--- config.mk ---
export PLATFORM = sky130hd
export DESIGN_NAME = heater_profile_controller_flat
export DESIGN_NICKNAME = d
export VERILOG_FILES = /design/src/hdl/hpc_pkg.sv /design/src/hdl/hpc_tick_if.sv /design/src/hdl/hpc_result_if.sv /design/src/hdl/hpc_cfg.sv /design/src/hdl/hpc_core.sv /design/src/hdl/hpc_secs.sv /design/src/hdl/heater_profile_controller.sv /design/src/flat_wrapper.sv
export SDC_FILE = /design/constraint.sdc
export NUM_CORES = 2
export LEC_CHECK = 0
export CORE_MARGIN = 2
export CORE_UTILIZATION = 50
export DETAILED_ROUTE_END_ITERATION = 10
export DONT_BUFFER_PORTS = 1
export PLACE_DENSITY_LB_ADDON = 0.25
export SYNTH_ARGS = -nofsm -noshare
export SYNTH_HDL_FRONTEND = slang
export SYNTH_SLANG_ARGS = --single-unit
--- constraint.sdc ---
create_clock -name i_clk -period 23.3 [get_ports i_clk]
set_input_delay 4.66 -clock i_clk [delete_from_list [all_inputs] [get_ports i_clk]]
set_output_delay 4.66 -clock i_clk [all_outputs]
set_load 0.02 [all_outputs]
--- src/hdl/hpc_pkg.sv ---
// Shared types, constants and profile tables for the heater profile controller.
package hpc_pkg;

    localparam int unsigned PROFILES      = 5;
    localparam int unsigned MS_PER_SECOND = 1000;

    localparam logic [2:0]  MENU_LAST  = 3'(PROFILES - 1);
    localparam logic [9:0]  ADC_RAIL_LO = 10'd0;
    localparam logic [9:0]  ADC_RAIL_HI = 10'd1023;
    localparam logic [3:0]  STREAK_MAX  = 4'd15;

    localparam logic [31:0] SEC_MS     = 32'(MS_PER_SECOND);
    localparam logic [31:0] SEC_MS_X2  = 32'(2 * MS_PER_SECOND);
    localparam logic [31:0] SEC_MS_X3  = 32'(3 * MS_PER_SECOND);
    localparam logic [31:0] SEC_RECIP  = 32'(64'h0000_0000_FFFF_FFFF / 64'(MS_PER_SECOND));

    localparam logic [1:0] CFG_HYST          = 2'd0;
    localparam logic [1:0] CFG_MAX_SAFE      = 2'd1;
    localparam logic [1:0] CFG_FAULT_SAMPLES = 2'd2;

    localparam logic [2:0] MODE_CODE_IDLE  = 3'd0;
    localparam logic [2:0] MODE_CODE_MENU  = 3'd1;
    localparam logic [2:0] MODE_CODE_RUN   = 3'd2;
    localparam logic [2:0] MODE_CODE_DONE  = 3'd3;
    localparam logic [2:0] MODE_CODE_FAULT = 3'd4;

    localparam logic [10:0] PROF_SET_DECI [8] = '{
        11'd450, 11'd650, 11'd650, 11'd500, 11'd750, 11'd750, 11'd750, 11'd750
    };
    localparam logic [15:0] PROF_DUR_S [8] = '{
        16'd14400, 16'd21600, 16'd21600, 16'd21600,
        16'd43200, 16'd43200, 16'd43200, 16'd43200
    };
    localparam logic [47:0] PROF_LIMIT_MS [8] = '{
        48'(PROF_DUR_S[0]) * 48'(MS_PER_SECOND), 48'(PROF_DUR_S[1]) * 48'(MS_PER_SECOND),
        48'(PROF_DUR_S[2]) * 48'(MS_PER_SECOND), 48'(PROF_DUR_S[3]) * 48'(MS_PER_SECOND),
        48'(PROF_DUR_S[4]) * 48'(MS_PER_SECOND), 48'(PROF_DUR_S[5]) * 48'(MS_PER_SECOND),
        48'(PROF_DUR_S[6]) * 48'(MS_PER_SECOND), 48'(PROF_DUR_S[7]) * 48'(MS_PER_SECOND)
    };

    typedef enum logic [4:0] {
        MODE_IDLE  = 5'b00001,
        MODE_MENU  = 5'b00010,
        MODE_RUN   = 5'b00100,
        MODE_DONE  = 5'b01000,
        MODE_FAULT = 5'b10000
    } t_mode;

    typedef struct packed {
        logic [7:0]  hysteresis_deci;
        logic [10:0] max_safe_deci;
        logic [3:0]  fault_samples;
    } t_cfg;

    typedef struct packed {
        logic [9:0]         adc_code;
        logic signed [12:0] temp_deci;
        logic [31:0]        now_ms;
        logic               press_up;
        logic               press_down;
        logic               press_ok;
        logic               press_back;
    } t_tick;

    typedef struct packed {
        logic        heater_drive;
        logic [2:0]  mode_now;
        logic [2:0]  menu_pos;
        logic        sensor_fault;
        logic        is_run;
        logic [31:0] elapsed_ms;
        logic [15:0] dur_s;
    } t_stage;

    function automatic logic [2:0] mode_code(input t_mode m);
        logic [2:0] c;
        case (m)
            MODE_MENU:  c = MODE_CODE_MENU;
            MODE_RUN:   c = MODE_CODE_RUN;
            MODE_DONE:  c = MODE_CODE_DONE;
            MODE_FAULT: c = MODE_CODE_FAULT;
            default:    c = MODE_CODE_IDLE;
        endcase
        return c;
    endfunction

endpackage

--- src/hdl/hpc_tick_if.sv ---
// Tick channel: one sensor sample with press events per word.
interface hpc_tick_if;
    logic               valid;
    logic               ready;
    logic [9:0]         adc_code;
    logic signed [12:0] temp_deci;
    logic [31:0]        now_ms;
    logic               press_up;
    logic               press_down;
    logic               press_ok;
    logic               press_back;

    modport source (
        output valid, adc_code, temp_deci, now_ms, press_up, press_down, press_ok, press_back,
        input  ready
    );
    modport sink (
        input  valid, adc_code, temp_deci, now_ms, press_up, press_down, press_ok, press_back,
        output ready
    );
endinterface

--- src/hdl/hpc_result_if.sv ---
// Result channel: heater drive, mode and status per word.
interface hpc_result_if;
    logic        valid;
    logic        ready;
    logic        heater_drive;
    logic [2:0]  mode_now;
    logic [2:0]  menu_pos;
    logic [15:0] seconds_left;
    logic        sensor_fault;

    modport source (
        output valid, heater_drive, mode_now, menu_pos, seconds_left, sensor_fault,
        input  ready
    );
    modport sink (
        input  valid, heater_drive, mode_now, menu_pos, seconds_left, sensor_fault,
        output ready
    );
endinterface

--- src/hdl/hpc_cfg.sv ---
// Configuration register file for hysteresis, overtemperature limit and fault count.
module hpc_cfg (
    input  logic          i_clk,
    input  logic          i_rst_n,
    input  logic          i_cfg_we,
    input  logic [1:0]    i_cfg_idx,
    input  logic [10:0]   i_cfg_data,
    output hpc_pkg::t_cfg o_cfg
);
    import hpc_pkg::*;

    t_cfg r_cfg;

    always_ff @(posedge i_clk) begin
        if (!i_rst_n) begin
            r_cfg.hysteresis_deci <= 8'd20;
            r_cfg.max_safe_deci   <= 11'd900;
            r_cfg.fault_samples   <= 4'd4;
        end else if (i_cfg_we) begin
            case (i_cfg_idx)
                CFG_HYST:          r_cfg.hysteresis_deci <= i_cfg_data[7:0];
                CFG_MAX_SAFE:      r_cfg.max_safe_deci   <= i_cfg_data;
                CFG_FAULT_SAMPLES: r_cfg.fault_samples   <= i_cfg_data[3:0];
                default: begin
                end
            endcase
        end
    end

    assign o_cfg = r_cfg;

endmodule

--- src/hdl/hpc_core.sv ---
// Input register, per-tick mode and heater logic, and the first result stage.
module hpc_core (
    input  logic            i_clk,
    input  logic            i_rst_n,
    hpc_tick_if.sink        i_tick,
    input  hpc_pkg::t_cfg   i_cfg,
    output logic            o_dn_valid,
    output hpc_pkg::t_stage o_dn,
    input  logic            i_dn_ready
);
    import hpc_pkg::*;

    logic        r_v0;
    t_tick       r_in;
    logic        r_v1;
    t_stage      r_res;

    t_mode       r_mode,  n_mode;
    logic [2:0]  r_menu,  n_menu;
    logic [2:0]  r_prof,  n_prof;
    logic [31:0] r_start, n_start;
    logic        r_heat,  n_heat;
    logic [3:0]  r_streak, n_streak;
    logic        r_therm, n_therm;

    logic               s_adv_a;
    logic               s_take;
    logic               s_valid_smp;
    logic [31:0]        s_elapsed;
    logic               s_timeout;
    logic signed [13:0] s_temp14;
    logic signed [13:0] s_sp;
    logic signed [13:0] s_hyst;
    logic signed [13:0] s_lo;
    logic signed [13:0] s_hi;
    logic signed [12:0] s_max_safe;
    t_stage             n_res;

    assign s_adv_a     = !r_v1 || i_dn_ready;
    assign s_take      = r_v0 && s_adv_a;
    assign i_tick.ready = !r_v0 || s_adv_a;

    assign s_valid_smp = (r_in.adc_code != ADC_RAIL_LO) && (r_in.adc_code != ADC_RAIL_HI);
    assign s_elapsed   = r_in.now_ms - r_start;
    assign s_timeout   = {16'd0, s_elapsed} >= PROF_LIMIT_MS[r_prof];
    assign s_temp14    = 14'(r_in.temp_deci);
    assign s_sp        = $signed({3'd0, PROF_SET_DECI[r_prof]});
    assign s_hyst      = $signed({6'd0, i_cfg.hysteresis_deci});
    assign s_lo        = s_sp - s_hyst;
    assign s_hi        = s_sp + s_hyst;
    assign s_max_safe  = $signed({2'd0, i_cfg.max_safe_deci});

    always_comb begin
        n_mode   = r_mode;
        n_menu   = r_menu;
        n_prof   = r_prof;
        n_start  = r_start;
        n_heat   = r_heat;
        n_streak = r_streak;
        n_therm  = r_therm;

        if (!s_valid_smp) begin
            if (r_streak != STREAK_MAX) begin
                n_streak = r_streak + 4'd1;
            end
            if (n_streak >= i_cfg.fault_samples) begin
                n_therm = 1'b1;
            end
        end else begin
            n_streak = '0;
            n_therm  = 1'b0;
        end

        if ((s_valid_smp && (r_in.temp_deci > s_max_safe)) || n_therm) begin
            n_heat = 1'b0;
            n_mode = MODE_FAULT;
        end

        case (n_mode)
            MODE_MENU: begin
                if (r_in.press_up && (n_menu != 3'd0)) begin
                    n_menu = n_menu - 3'd1;
                end
                if (r_in.press_down && (n_menu < MENU_LAST)) begin
                    n_menu = n_menu + 3'd1;
                end
                if (r_in.press_ok) begin
                    n_prof  = n_menu;
                    n_start = r_in.now_ms;
                    n_mode  = MODE_RUN;
                end
                if (r_in.press_back) begin
                    n_mode = MODE_IDLE;
                end
            end
            MODE_RUN: begin
                if (s_valid_smp) begin
                    if (!n_heat && (s_temp14 < s_lo)) begin
                        n_heat = !n_therm;
                    end else if (n_heat && (s_temp14 > s_hi)) begin
                        n_heat = 1'b0;
                    end
                end else begin
                    n_heat = 1'b0;
                end
                if (s_timeout) begin
                    n_heat = 1'b0;
                    n_mode = MODE_DONE;
                end
                if (r_in.press_back) begin
                    n_heat = 1'b0;
                    n_mode = MODE_IDLE;
                end
            end
            MODE_DONE: begin
                n_heat = 1'b0;
                if (r_in.press_ok) begin
                    n_mode = MODE_MENU;
                end
                if (r_in.press_back) begin
                    n_mode = MODE_IDLE;
                end
            end
            MODE_FAULT: begin
                n_heat = 1'b0;
                if (r_in.press_back) begin
                    n_mode = MODE_IDLE;
                end
            end
            default: begin
                n_mode = MODE_IDLE;
                n_heat = 1'b0;
                if (r_in.press_ok) begin
                    n_mode = MODE_MENU;
                end
            end
        endcase

        n_res.heater_drive = n_heat;
        n_res.mode_now     = mode_code(n_mode);
        n_res.menu_pos     = n_menu;
        n_res.sensor_fault = n_therm;
        n_res.is_run       = (n_mode == MODE_RUN);
        n_res.elapsed_ms   = r_in.now_ms - n_start;
        n_res.dur_s        = PROF_DUR_S[n_prof];
    end

    always_ff @(posedge i_clk) begin
        if (!i_rst_n) begin
            r_v0 <= 1'b0;
            r_v1 <= 1'b0;
        end else begin
            if (i_tick.ready) begin
                r_v0 <= i_tick.valid;
            end
            if (s_adv_a) begin
                r_v1 <= r_v0;
            end
        end
    end

    always_ff @(posedge i_clk) begin
        if (i_tick.ready && i_tick.valid) begin
            r_in.adc_code   <= i_tick.adc_code;
            r_in.temp_deci  <= i_tick.temp_deci;
            r_in.now_ms     <= i_tick.now_ms;
            r_in.press_up   <= i_tick.press_up;
            r_in.press_down <= i_tick.press_down;
            r_in.press_ok   <= i_tick.press_ok;
            r_in.press_back <= i_tick.press_back;
        end
        if (s_take) begin
            r_res <= n_res;
        end
    end

    always_ff @(posedge i_clk) begin
        if (!i_rst_n) begin
            r_mode   <= MODE_IDLE;
            r_menu   <= '0;
            r_prof   <= '0;
            r_start  <= '0;
            r_heat   <= 1'b0;
            r_streak <= '0;
            r_therm  <= 1'b0;
        end else if (s_take) begin
            r_mode   <= n_mode;
            r_menu   <= n_menu;
            r_prof   <= n_prof;
            r_start  <= n_start;
            r_heat   <= n_heat;
            r_streak <= n_streak;
            r_therm  <= n_therm;
        end
    end

    assign o_dn_valid = r_v1;
    assign o_dn       = r_res;

    a_heat_only_in_run: assert property (@(posedge i_clk) disable iff (!i_rst_n)
        r_heat |-> (r_mode == MODE_RUN))
        else $error("heater on outside run mode");

    a_latch_needs_streak: assert property (@(posedge i_clk) disable iff (!i_rst_n)
        r_therm |-> (r_streak != 4'd0))
        else $error("thermistor fault latched with empty streak");

    a_rail_extends_streak: assert property (@(posedge i_clk) disable iff (!i_rst_n)
        (s_take && !s_valid_smp) |=> (r_streak != 4'd0))
        else $error("rail sample left streak at zero");

endmodule

--- src/hdl/hpc_secs.sv ---
// Remaining-seconds pipeline: reciprocal divide, correction and output register.
module hpc_secs (
    input  logic            i_clk,
    input  logic            i_rst_n,
    input  logic            i_up_valid,
    input  hpc_pkg::t_stage i_up,
    output logic            o_up_ready,
    hpc_result_if.source    o_res
);
    import hpc_pkg::*;

    logic        r_vb, r_vc, r_vd, r_ve;
    t_stage      r_b, r_c, r_d;
    logic [31:0] r_b_q0;
    logic [31:0] r_c_q0;
    logic [31:0] r_c_qm;
    logic [31:0] r_d_q;

    logic        r_e_heat;
    logic [2:0]  r_e_mode;
    logic [2:0]  r_e_menu;
    logic [15:0] r_e_left;
    logic        r_e_fault;

    logic        s_adv_b, s_adv_c, s_adv_d, s_adv_e;
    logic [63:0] s_prod_b;
    logic [63:0] s_prod_c;
    logic [31:0] s_rem;
    logic [31:0] n_q;
    logic [15:0] n_left;

    assign s_adv_e    = !r_ve || o_res.ready;
    assign s_adv_d    = !r_vd || s_adv_e;
    assign s_adv_c    = !r_vc || s_adv_d;
    assign s_adv_b    = !r_vb || s_adv_c;
    assign o_up_ready = s_adv_b;

    assign s_prod_b = 64'(i_up.elapsed_ms) * 64'(SEC_RECIP);
    assign s_prod_c = 64'(r_b_q0) * 64'(SEC_MS);
    assign s_rem    = r_c.elapsed_ms - r_c_qm;

    always_comb begin
        if (s_rem >= SEC_MS_X2) begin
            n_q = r_c_q0 + 32'd2;
        end else if (s_rem >= SEC_MS) begin
            n_q = r_c_q0 + 32'd1;
        end else begin
            n_q = r_c_q0;
        end
    end

    always_comb begin
        if (r_d.is_run && (r_d_q < 32'(r_d.dur_s))) begin
            n_left = r_d.dur_s - r_d_q[15:0];
        end else begin
            n_left = '0;
        end
    end

    always_ff @(posedge i_clk) begin
        if (!i_rst_n) begin
            r_vb <= 1'b0;
            r_vc <= 1'b0;
            r_vd <= 1'b0;
            r_ve <= 1'b0;
        end else begin
            if (s_adv_b) r_vb <= i_up_valid;
            if (s_adv_c) r_vc <= r_vb;
            if (s_adv_d) r_vd <= r_vc;
            if (s_adv_e) r_ve <= r_vd;
        end
    end

    always_ff @(posedge i_clk) begin
        if (s_adv_b && i_up_valid) begin
            r_b    <= i_up;
            r_b_q0 <= s_prod_b[63:32];
        end
        if (s_adv_c && r_vb) begin
            r_c    <= r_b;
            r_c_q0 <= r_b_q0;
            r_c_qm <= s_prod_c[31:0];
        end
        if (s_adv_d && r_vc) begin
            r_d   <= r_c;
            r_d_q <= n_q;
        end
        if (s_adv_e && r_vd) begin
            r_e_heat  <= r_d.heater_drive;
            r_e_mode  <= r_d.mode_now;
            r_e_menu  <= r_d.menu_pos;
            r_e_left  <= n_left;
            r_e_fault <= r_d.sensor_fault;
        end
    end

    assign o_res.valid        = r_ve;
    assign o_res.heater_drive = r_e_heat;
    assign o_res.mode_now     = r_e_mode;
    assign o_res.menu_pos     = r_e_menu;
    assign o_res.seconds_left = r_e_left;
    assign o_res.sensor_fault = r_e_fault;

    a_rem_bounded: assert property (@(posedge i_clk) disable iff (!i_rst_n)
        r_vc |-> (s_rem < SEC_MS_X3))
        else $error("reciprocal estimate out of correction range");

    a_left_zero_outside_run: assert property (@(posedge i_clk) disable iff (!i_rst_n)
        (r_ve && (r_e_mode != MODE_CODE_RUN)) |-> (r_e_left == 16'd0))
        else $error("seconds left shown outside run mode");

    a_left_nonzero_in_run: assert property (@(posedge i_clk) disable iff (!i_rst_n)
        (r_ve && (r_e_mode == MODE_CODE_RUN)) |-> (r_e_left != 16'd0))
        else $error("run mode word with no time left");

endmodule

--- src/hdl/heater_profile_controller.sv ---
// Top level of the heater profile controller.
//
//  channel   | dir | handshake     | word
//  i_tick    | in  | valid/ready   | adc_code, temp_deci, now_ms, press_up/down/ok/back
//  o_res     | out | valid/ready   | heater_drive, mode_now, menu_pos, seconds_left, sensor_fault
//  i_cfg_*   | in  | write enable  | register index and data, no read-back
//
//  One tick word is taken per cycle unless a stalled result backs up to the input register.
//  Input register, mode/heater update stage, then four stages that divide elapsed
//  milliseconds by a reciprocal multiply, correct the quotient and subtract it from the duration.
//  Reset clears the mode state and configuration to defaults; no clearing pass.
//  A stalled result holds; upstream words keep flowing into empty stages.
module heater_profile_controller (
    input  logic         i_clk,
    input  logic         i_rst_n,
    hpc_tick_if.sink     i_tick,
    hpc_result_if.source o_res,
    input  logic         i_cfg_we,
    input  logic [1:0]   i_cfg_idx,
    input  logic [10:0]  i_cfg_data
);
    import hpc_pkg::*;

    t_cfg   s_cfg;
    logic   s_mid_valid;
    t_stage s_mid;
    logic   s_mid_ready;

    hpc_cfg u_cfg (
        .i_clk      (i_clk),
        .i_rst_n    (i_rst_n),
        .i_cfg_we   (i_cfg_we),
        .i_cfg_idx  (i_cfg_idx),
        .i_cfg_data (i_cfg_data),
        .o_cfg      (s_cfg)
    );

    hpc_core u_core (
        .i_clk      (i_clk),
        .i_rst_n    (i_rst_n),
        .i_tick     (i_tick),
        .i_cfg      (s_cfg),
        .o_dn_valid (s_mid_valid),
        .o_dn       (s_mid),
        .i_dn_ready (s_mid_ready)
    );

    hpc_secs u_secs (
        .i_clk      (i_clk),
        .i_rst_n    (i_rst_n),
        .i_up_valid (s_mid_valid),
        .i_up       (s_mid),
        .o_up_ready (s_mid_ready),
        .o_res      (o_res)
    );

endmodule
--- src/flat_wrapper.sv ---
// flat-port wrapper written by rule: the top's interface ports become plain ports
module heater_profile_controller_flat import hpc_pkg::*;
  (i_clk, i_rst_n, i_cfg_we, i_cfg_idx, i_cfg_data, i_tick_valid, i_tick_adc_code, i_tick_temp_deci, i_tick_now_ms, i_tick_press_up, i_tick_press_down, i_tick_press_ok, i_tick_press_back, i_tick_ready, o_res_valid, o_res_heater_drive, o_res_mode_now, o_res_menu_pos, o_res_seconds_left, o_res_sensor_fault, o_res_ready);
  hpc_tick_if i_tick_i ();
  hpc_result_if o_res_i ();
  input  logic i_clk;
  input  logic i_rst_n;
  input  logic i_cfg_we;
  input  logic [1:0] i_cfg_idx;
  input  logic [10:0] i_cfg_data;
  input wire logic [$bits(i_tick_i.valid)-1:0] i_tick_valid;
  input wire logic [$bits(i_tick_i.adc_code)-1:0] i_tick_adc_code;
  input wire logic [$bits(i_tick_i.temp_deci)-1:0] i_tick_temp_deci;
  input wire logic [$bits(i_tick_i.now_ms)-1:0] i_tick_now_ms;
  input wire logic [$bits(i_tick_i.press_up)-1:0] i_tick_press_up;
  input wire logic [$bits(i_tick_i.press_down)-1:0] i_tick_press_down;
  input wire logic [$bits(i_tick_i.press_ok)-1:0] i_tick_press_ok;
  input wire logic [$bits(i_tick_i.press_back)-1:0] i_tick_press_back;
  output wire logic [$bits(i_tick_i.ready)-1:0] i_tick_ready;
  output wire logic [$bits(o_res_i.valid)-1:0] o_res_valid;
  output wire logic [$bits(o_res_i.heater_drive)-1:0] o_res_heater_drive;
  output wire logic [$bits(o_res_i.mode_now)-1:0] o_res_mode_now;
  output wire logic [$bits(o_res_i.menu_pos)-1:0] o_res_menu_pos;
  output wire logic [$bits(o_res_i.seconds_left)-1:0] o_res_seconds_left;
  output wire logic [$bits(o_res_i.sensor_fault)-1:0] o_res_sensor_fault;
  input wire logic [$bits(o_res_i.ready)-1:0] o_res_ready;
  assign i_tick_i.valid = i_tick_valid;
  assign i_tick_i.adc_code = i_tick_adc_code;
  assign i_tick_i.temp_deci = i_tick_temp_deci;
  assign i_tick_i.now_ms = i_tick_now_ms;
  assign i_tick_i.press_up = i_tick_press_up;
  assign i_tick_i.press_down = i_tick_press_down;
  assign i_tick_i.press_ok = i_tick_press_ok;
  assign i_tick_i.press_back = i_tick_press_back;
  assign i_tick_ready = i_tick_i.ready;
  assign o_res_valid = o_res_i.valid;
  assign o_res_heater_drive = o_res_i.heater_drive;
  assign o_res_mode_now = o_res_i.mode_now;
  assign o_res_menu_pos = o_res_i.menu_pos;
  assign o_res_seconds_left = o_res_i.seconds_left;
  assign o_res_sensor_fault = o_res_i.sensor_fault;
  assign o_res_i.ready = o_res_ready;
  heater_profile_controller u_core (.i_clk(i_clk), .i_rst_n(i_rst_n), .i_tick(i_tick_i), .o_res(o_res_i), .i_cfg_we(i_cfg_we), .i_cfg_idx(i_cfg_idx), .i_cfg_data(i_cfg_data));
endmodule
* Word level (Yosys, flattened, before mapping)
Memory sizes are Yosys's and may differ from the RTL's. A register that Yosys moved wholly into a read port is not among the register bits.
Index checks and enable logic that the tools add are counted.
** Cells by class
- Add/subtract/negate cells :: 11
- Multiply operators :: 2
- Magnitude comparators :: 10
- Equal/unequal tests :: 12
- Mux-type cells :: 37
- Bitwise operators :: 2
- Reduce and logical (&&, ||, !) cells :: 34
** Operators with widths (count)
- $mux 48 :: 2
- $sub 32x32->32 :: 3
- $mux 32 :: 2
- $mul 32x23->55 const B :: 1
- $ge 32x48->1 :: 1
- $mux 24 :: 2
- $mux 5 :: 8
- $ge 32x10->1 const B :: 1
- $ge 32x11->1 const B :: 1
- $lt 32x16->1 :: 1
- $mul 23x7->29 const B :: 1
- $add 23x1->24 const B :: 1
- $add 23x2->24 const B :: 1
- $mux 11 :: 2
- $pmux 5 s4 :: 1
- $mux 3 :: 6
- $sub 16x16->16 :: 1
- $gt 13x12->1 :: 1
- $gt 13x13->1 :: 1
- $logic_and 1x1->1 :: 13
- $lt 13x12->1 :: 1
- $add 11x8->12 :: 1
- $mux 4 :: 3
- $pmux 3 s4 :: 1
- other kinds (25) :: 52
** Word-level totals
- Register bits :: 448
- Bits in read-only memories :: 600
- Input port bits :: 77
- Output and inout port bits :: 26
- Logic and storage cells :: 169
- Memories :: 3
** Memory list
- (name not given) :: depth 8, bits a word 48, rd ports 1, clocked after Yosys merged registers in 0, write ports 0, line hpc_core.sv:45 : assign s_timeout = {16'd0, s_elapsed} >= PROF_LIMIT_MS[r_prof];
- (name not given) :: depth 8, bits a word 16, rd ports 1, clocked after Yosys merged registers in 1, write ports 0, line hpc_core.sv:145 : n_res.dur_s = PROF_DUR_S[n_prof];
- (name not given) :: depth 8, bits a word 11, rd ports 1, clocked after Yosys merged registers in 0, write ports 0, line hpc_core.sv:47 : assign s_sp = $signed({3'd0, PROF_SET_DECI[r_prof]});

* Longest topological paths before layout
- Depth in word-level cells :: 16
- Depth in mapped cells :: 28
- Gate-level depth less buffers :: 26

* Cells and area by module
From an unflattened synthesis, not the netlist that was laid out.
** Second synthesis, totals
- Cell total of the unflattened synthesis :: 3530
- Area, all modules :: 37781.2 sq um
** By module, submodules not included
- hpc_secs :: times used 1, cells each 2246, area each 25786.0 sq um, sequential area each 7707.4 sq um
- hpc_core :: times used 1, cells each 1192, area each 11071.9 sq um, sequential area each 4144.0 sq um
- hpc_cfg :: times used 1, cells each 92, area each 923.4 sq um, sequential area each 460.4 sq um

* Worst setup path before layout
Ideal clock, no wire load.
- Path kind :: input port to flip-flop
- Start :: input o_res_ready
- End :: register u_core.u_secs.r_c[12] (netlist bit) (enable)
- Setup time :: 0.683 ns
- Arrival time :: 11.581 ns
- Data required time :: 22.617 ns
- Path slack :: 11.036 ns
- Cell stages on the path :: 3
- Buffers on the path :: 0
- Cells stage by stage :: nor2b_1 > and2_1 > a21boi_0
** On the way
- Cells in the longest elaborated chain, start to end :: 4
** Ends and longest elaborated chain
- from (decl) :: line flat_wrapper.sv:26 : input wire logic [$bits(o_res_i.ready)-1:0] o_res_ready;
- $logic_or 1x1->1 :: line hpc_secs.sv:32 : assign s_adv_e = !r_ve || o_res.ready;
- $logic_or 1x1->1 :: line hpc_secs.sv:33 : assign s_adv_d = !r_vd || s_adv_e;
- $logic_or 1x1->1 :: line hpc_secs.sv:34 : assign s_adv_c = !r_vc || s_adv_d;
- $logic_and 1x1->1 :: line hpc_secs.sv:79 : if (s_adv_c && r_vb) begin
- to (signal assigned) :: line hpc_secs.sv:80 : r_c <= r_b;
- to (decl) :: line hpc_secs.sv:13 : t_stage r_b, r_c, r_d;
No other way between the ends.
A chain may end at the register's enable or synchronous reset.

* Final worst setup path
- Start :: input o_res_ready
- End :: output i_tick_ready
** On the way
- Cells in the longest elaborated chain, start to end :: 6
** Ends and longest elaborated chain
- $logic_or 1x1->1 :: line hpc_secs.sv:32
- $logic_or 1x1->1 :: line hpc_secs.sv:33
- $logic_or 1x1->1 :: line hpc_secs.sv:34
- $logic_or 1x1->1 :: line hpc_secs.sv:35 : assign s_adv_b = !r_vb || s_adv_c;
- $logic_or 1x1->1 :: line hpc_core.sv:39 : assign s_adv_a = !r_v1 || i_dn_ready;
- $logic_or 1x1->1 :: line hpc_core.sv:41 : assign i_tick.ready = !r_v0 || s_adv_a;
- to (decl) :: line flat_wrapper.sv:19 : output wire logic [$bits(i_tick_i.ready)-1:0] i_tick_ready;
No other way between the ends.

==> summary.txt <==
Clocking
  – Reg clk slew, reported paths: about 0.06 ns
  – Cts hold-fix bufs: 0
  – Setup repair bufs after CTS: 0
  – Cts bufs inserted: 46
  – Clk sink count: 400
  – CTS tree: built
  – Worst-skew pair later-pin latency: between 0.5 and 0.6 ns
  – Clk buf depth: 3
  – Clock Tree Root: clkbuf_16
  – Resize count post-CTS: 0
  – H-tree depth: 2

Layout
  – Nets: 4,300
  – Layout filler cell count: slightly above 6,000
  – P&R area growth vs syn: 7.62%
  – Final core occ: 0.545
  – Share of cells above drive strength 1: 0.0364
  – Ant. Diodes: 0

Yosys
  – Post-Syn Instances: around 3,400
  – #FFs+latches synth: 400
  – Yosys warns: 0
  – Number of synthesized flops with an enable pin: 322
  – Synthesized cell area: roughly 36,000 um2
  – Synth cell types: 78
  – Ranking of synthesized cells by area: edfxtp_1 (27%), ha_1 (19%), fa_1 (17%), inv_1 (6.7%), dfxtp_1 (4.4%)
  – Top-count cell post-synth: inv_1
  – Synth top area share: 0.272
  – Synth Area per Inst: 10.6 um2
  – Synth area leader: edfxtp_1
  – Ys flop type: edfxtp_1
  – Async set or reset register ratio after synthesis: 0
  – Synth cell count leaders: inv_1 (635), ha_1 (549), edfxtp_1 (322)
  – Sequential area share after synthesis: 0.316

Global route
  – Gr busiest metal: met2
  – First-pass GRT wire length: around 120 mm
  – Vias in the first global route: about 23,000
  – Met1 Use GR: 0.268
  – Total grt overflow: 0
  – M2 GR Usage: 0.338
  – GRT met3 Usage: 0.0209
  – GRT Total Usage: 0.197
  – Largest net degree at the start of global routing: 80
  – Initial antenna violation count: 0

Job
  – Max-cap viol count: 0

Floorplanning
  – Die W: between 200 and 300 um
  – Row cnt: 97
  – # IOs: between 100 and 150
  – Die area: ~73,000 um2
  – Die height: roughly 270 um
  – Initial Util: 0.507
  – Core area: 70,100 um2

Routing
  – Drt pass-1 iters: 4
  – Starting DRT DRC Count: 1,010
  – Drt total wl: a little under 70 mm
  – Vias per cell: between 5 and 6
  – DRC viols: 0
  – Post-DRT Antenna Nets: 0
  – Drt wl/cell: roughly 16 um
  – Vias: 22,800

Setup path
  – Worst Reg-to-Reg Cells: 23
  – Critical Path Source: o_res_ready
  – Largest stage delay, worst path: around 0.4 ns
  – Worst EP arrival: ~5.9 ns
  – Startpoint types: input port
  – R2r setup slk: 15.90 ns
  – Slowest CP cell: and3_1
  – RR Startpoint: u_core.u_core.o_dn[33]$_DFFE_PP_
  – Cells along the critical path: nor2b_1, and2_1, and3_1, nand3_1
  – Type of the worst setup path: in -> out
  – Required @ worst endpoint: 18.64 ns
  – Crit. End Element: output pin
  – Reg2Reg Capture Point: u_core.u_secs.r_b_q0[21]$_DFFE_PP_
  – CP max FO: 6

Worst hold path
  – Min-Delay Path Depth: 0
  – Hold path start: u_core.u_secs.r_b[26]$_DFFE_PP_
  – Min-Delay Path Class: reg -> reg
  – Hold Crit Endpoint: u_core.u_secs.r_c[26]$_DFFE_PP_

Timing
  – Final Hold Fails: 0
  – Fin crit share: 0.453
  – Slew HR: 0.201
  – Worst Skew: 0.0319 ns
  – Final setup violation count: 0
  – Max-slew violations: 0
  – Min Tclk post-route: approximately 11 ns
  – Final setup TNS: 0 ns
  – FMAX: roughly 95 MHz
  – RSZ-0062 raised after global routing: no
  – Least-Margin Pin Slew: roughly 1.2 ns

Placement
  – Hpwl dp: 54.5 mm
  – Port bufs: 0
  – Final Wtd Congestion: approximately 0.88

Run status
  – Outcome: finished clean
-- worst max-delay path, delay by kind of cell --
kind / cells / cell delay [ns]
and+or+nand+nor: 4 / 1.24
-- sequential cells by signal, indices dropped and copies added (netlist names), 16 cells and up --
| register | cells |
|---|---|
| u_core.u_cfg.o_cfg | 23 |
| u_core.u_core.o_dn | 45 |
| u_core.u_core.r_in | 59 |
| u_core.u_core.r_start | 32 |
| u_core.u_secs.o_res.seconds_left | 16 |
| u_core.u_secs.r_b | 42 |
| u_core.u_secs.r_b_q0 | 23 |
| u_core.u_secs.r_c | 42 |
| u_core.u_secs.r_c_q0 | 21 |
| u_core.u_secs.r_c_qm | 29 |
| u_core.u_secs.r_d_q | 24 |
-- per-layer routing --
metal | vias up | share of wire
met5 | - | 0
met3 | 83 | 0.030
met2 | 299 | 0.48
met1 | 11000 | 0.47
li1 | 11500 | -
met4 | 0 | 0.019
-- stage by stage --
| step | cell area [um2] | cells | hold WS [ns] | setup WS (ns) |
|---|---|---|---|---|
| 2_1_floorplan | 35500 | 3353 | 0.400 | 11.04 |
| 6_report | 38200 | 4348 | 0.408 | 12.74 |
| 4_1_cts | 38200 | 4348 | 0.410 | 12.75 |
| 5_1_grt | 38200 | 4348 | 0.417 | 12.67 |
| 3_3_place_gp | 36700 | 4263 | 0.401 | 12.77 |
| 3_5_place_dp | 36700 | 4263 | 0.405 | 12.76 |
-- cell type report --
type                            instances  area, um2  share of cell area
Clock buffer                           55       1240              0.0323
Clock inverter                         30        330             0.00864
Inverter                              635       2380              0.0623
Multi-Input combinational cell       2279      21800               0.570
Sequential cell                       400      11200               0.294
Tap cell                              940       1180              0.0308
Timing Repair Buffer                    9       67.6             0.00177
-- cells in the final DEF (no fill, tap or decap), types with 24 or more instances in the layout --
cell and count:
inv_1 634, ha_1 549, edfxtp_1 322, fa_1 303
nand2_1 191, nor2_1 162, a21oi_1 149, xnor2_1 97
o21ai_0 90, dfxtp_1 78, a21o_1 72, xor2_1 51
a21boi_0 51, nor2b_1 48, clkbuf_16 47, mux2i_1 44
nand3_1 43, o21a_1 36, nor3_1 32, and3_1 24
-- logic make-up (layout without fill, tap and decap cells) --
family	count (synthesis)	in the layout	synth area share
adder cells (fa/ha/maj)	852	852	0.364
buffers and inverters	674	729	0.0717
AND/OR/NAND/NOR	652	652	0.0900
AO/OA/AOI/OAI	574	574	0.107
flip-flops	400	400	0.316
XOR/XNOR	148	148	0.0365
multiplexers	49	49	0.0143
other	1	4	0.000106
-- worst max path at each step --
stage          cells past startpoint                               to  slack (ns)
4_1_cts                            4                     i_tick_ready       12.75
3_3_place_gp                       4                     i_tick_ready       12.77
5_1_grt                            4                     i_tick_ready       12.67
3_5_place_dp                       4                     i_tick_ready       12.76
6_report                           4                     i_tick_ready       12.74
2_1_floorplan                      3  u_core.u_secs.r_c[12]$_DFFE_PP_       11.04
Power is not shown: default switching activity piles up to over one toggle a cycle in this logic, so the estimate is an artifact.
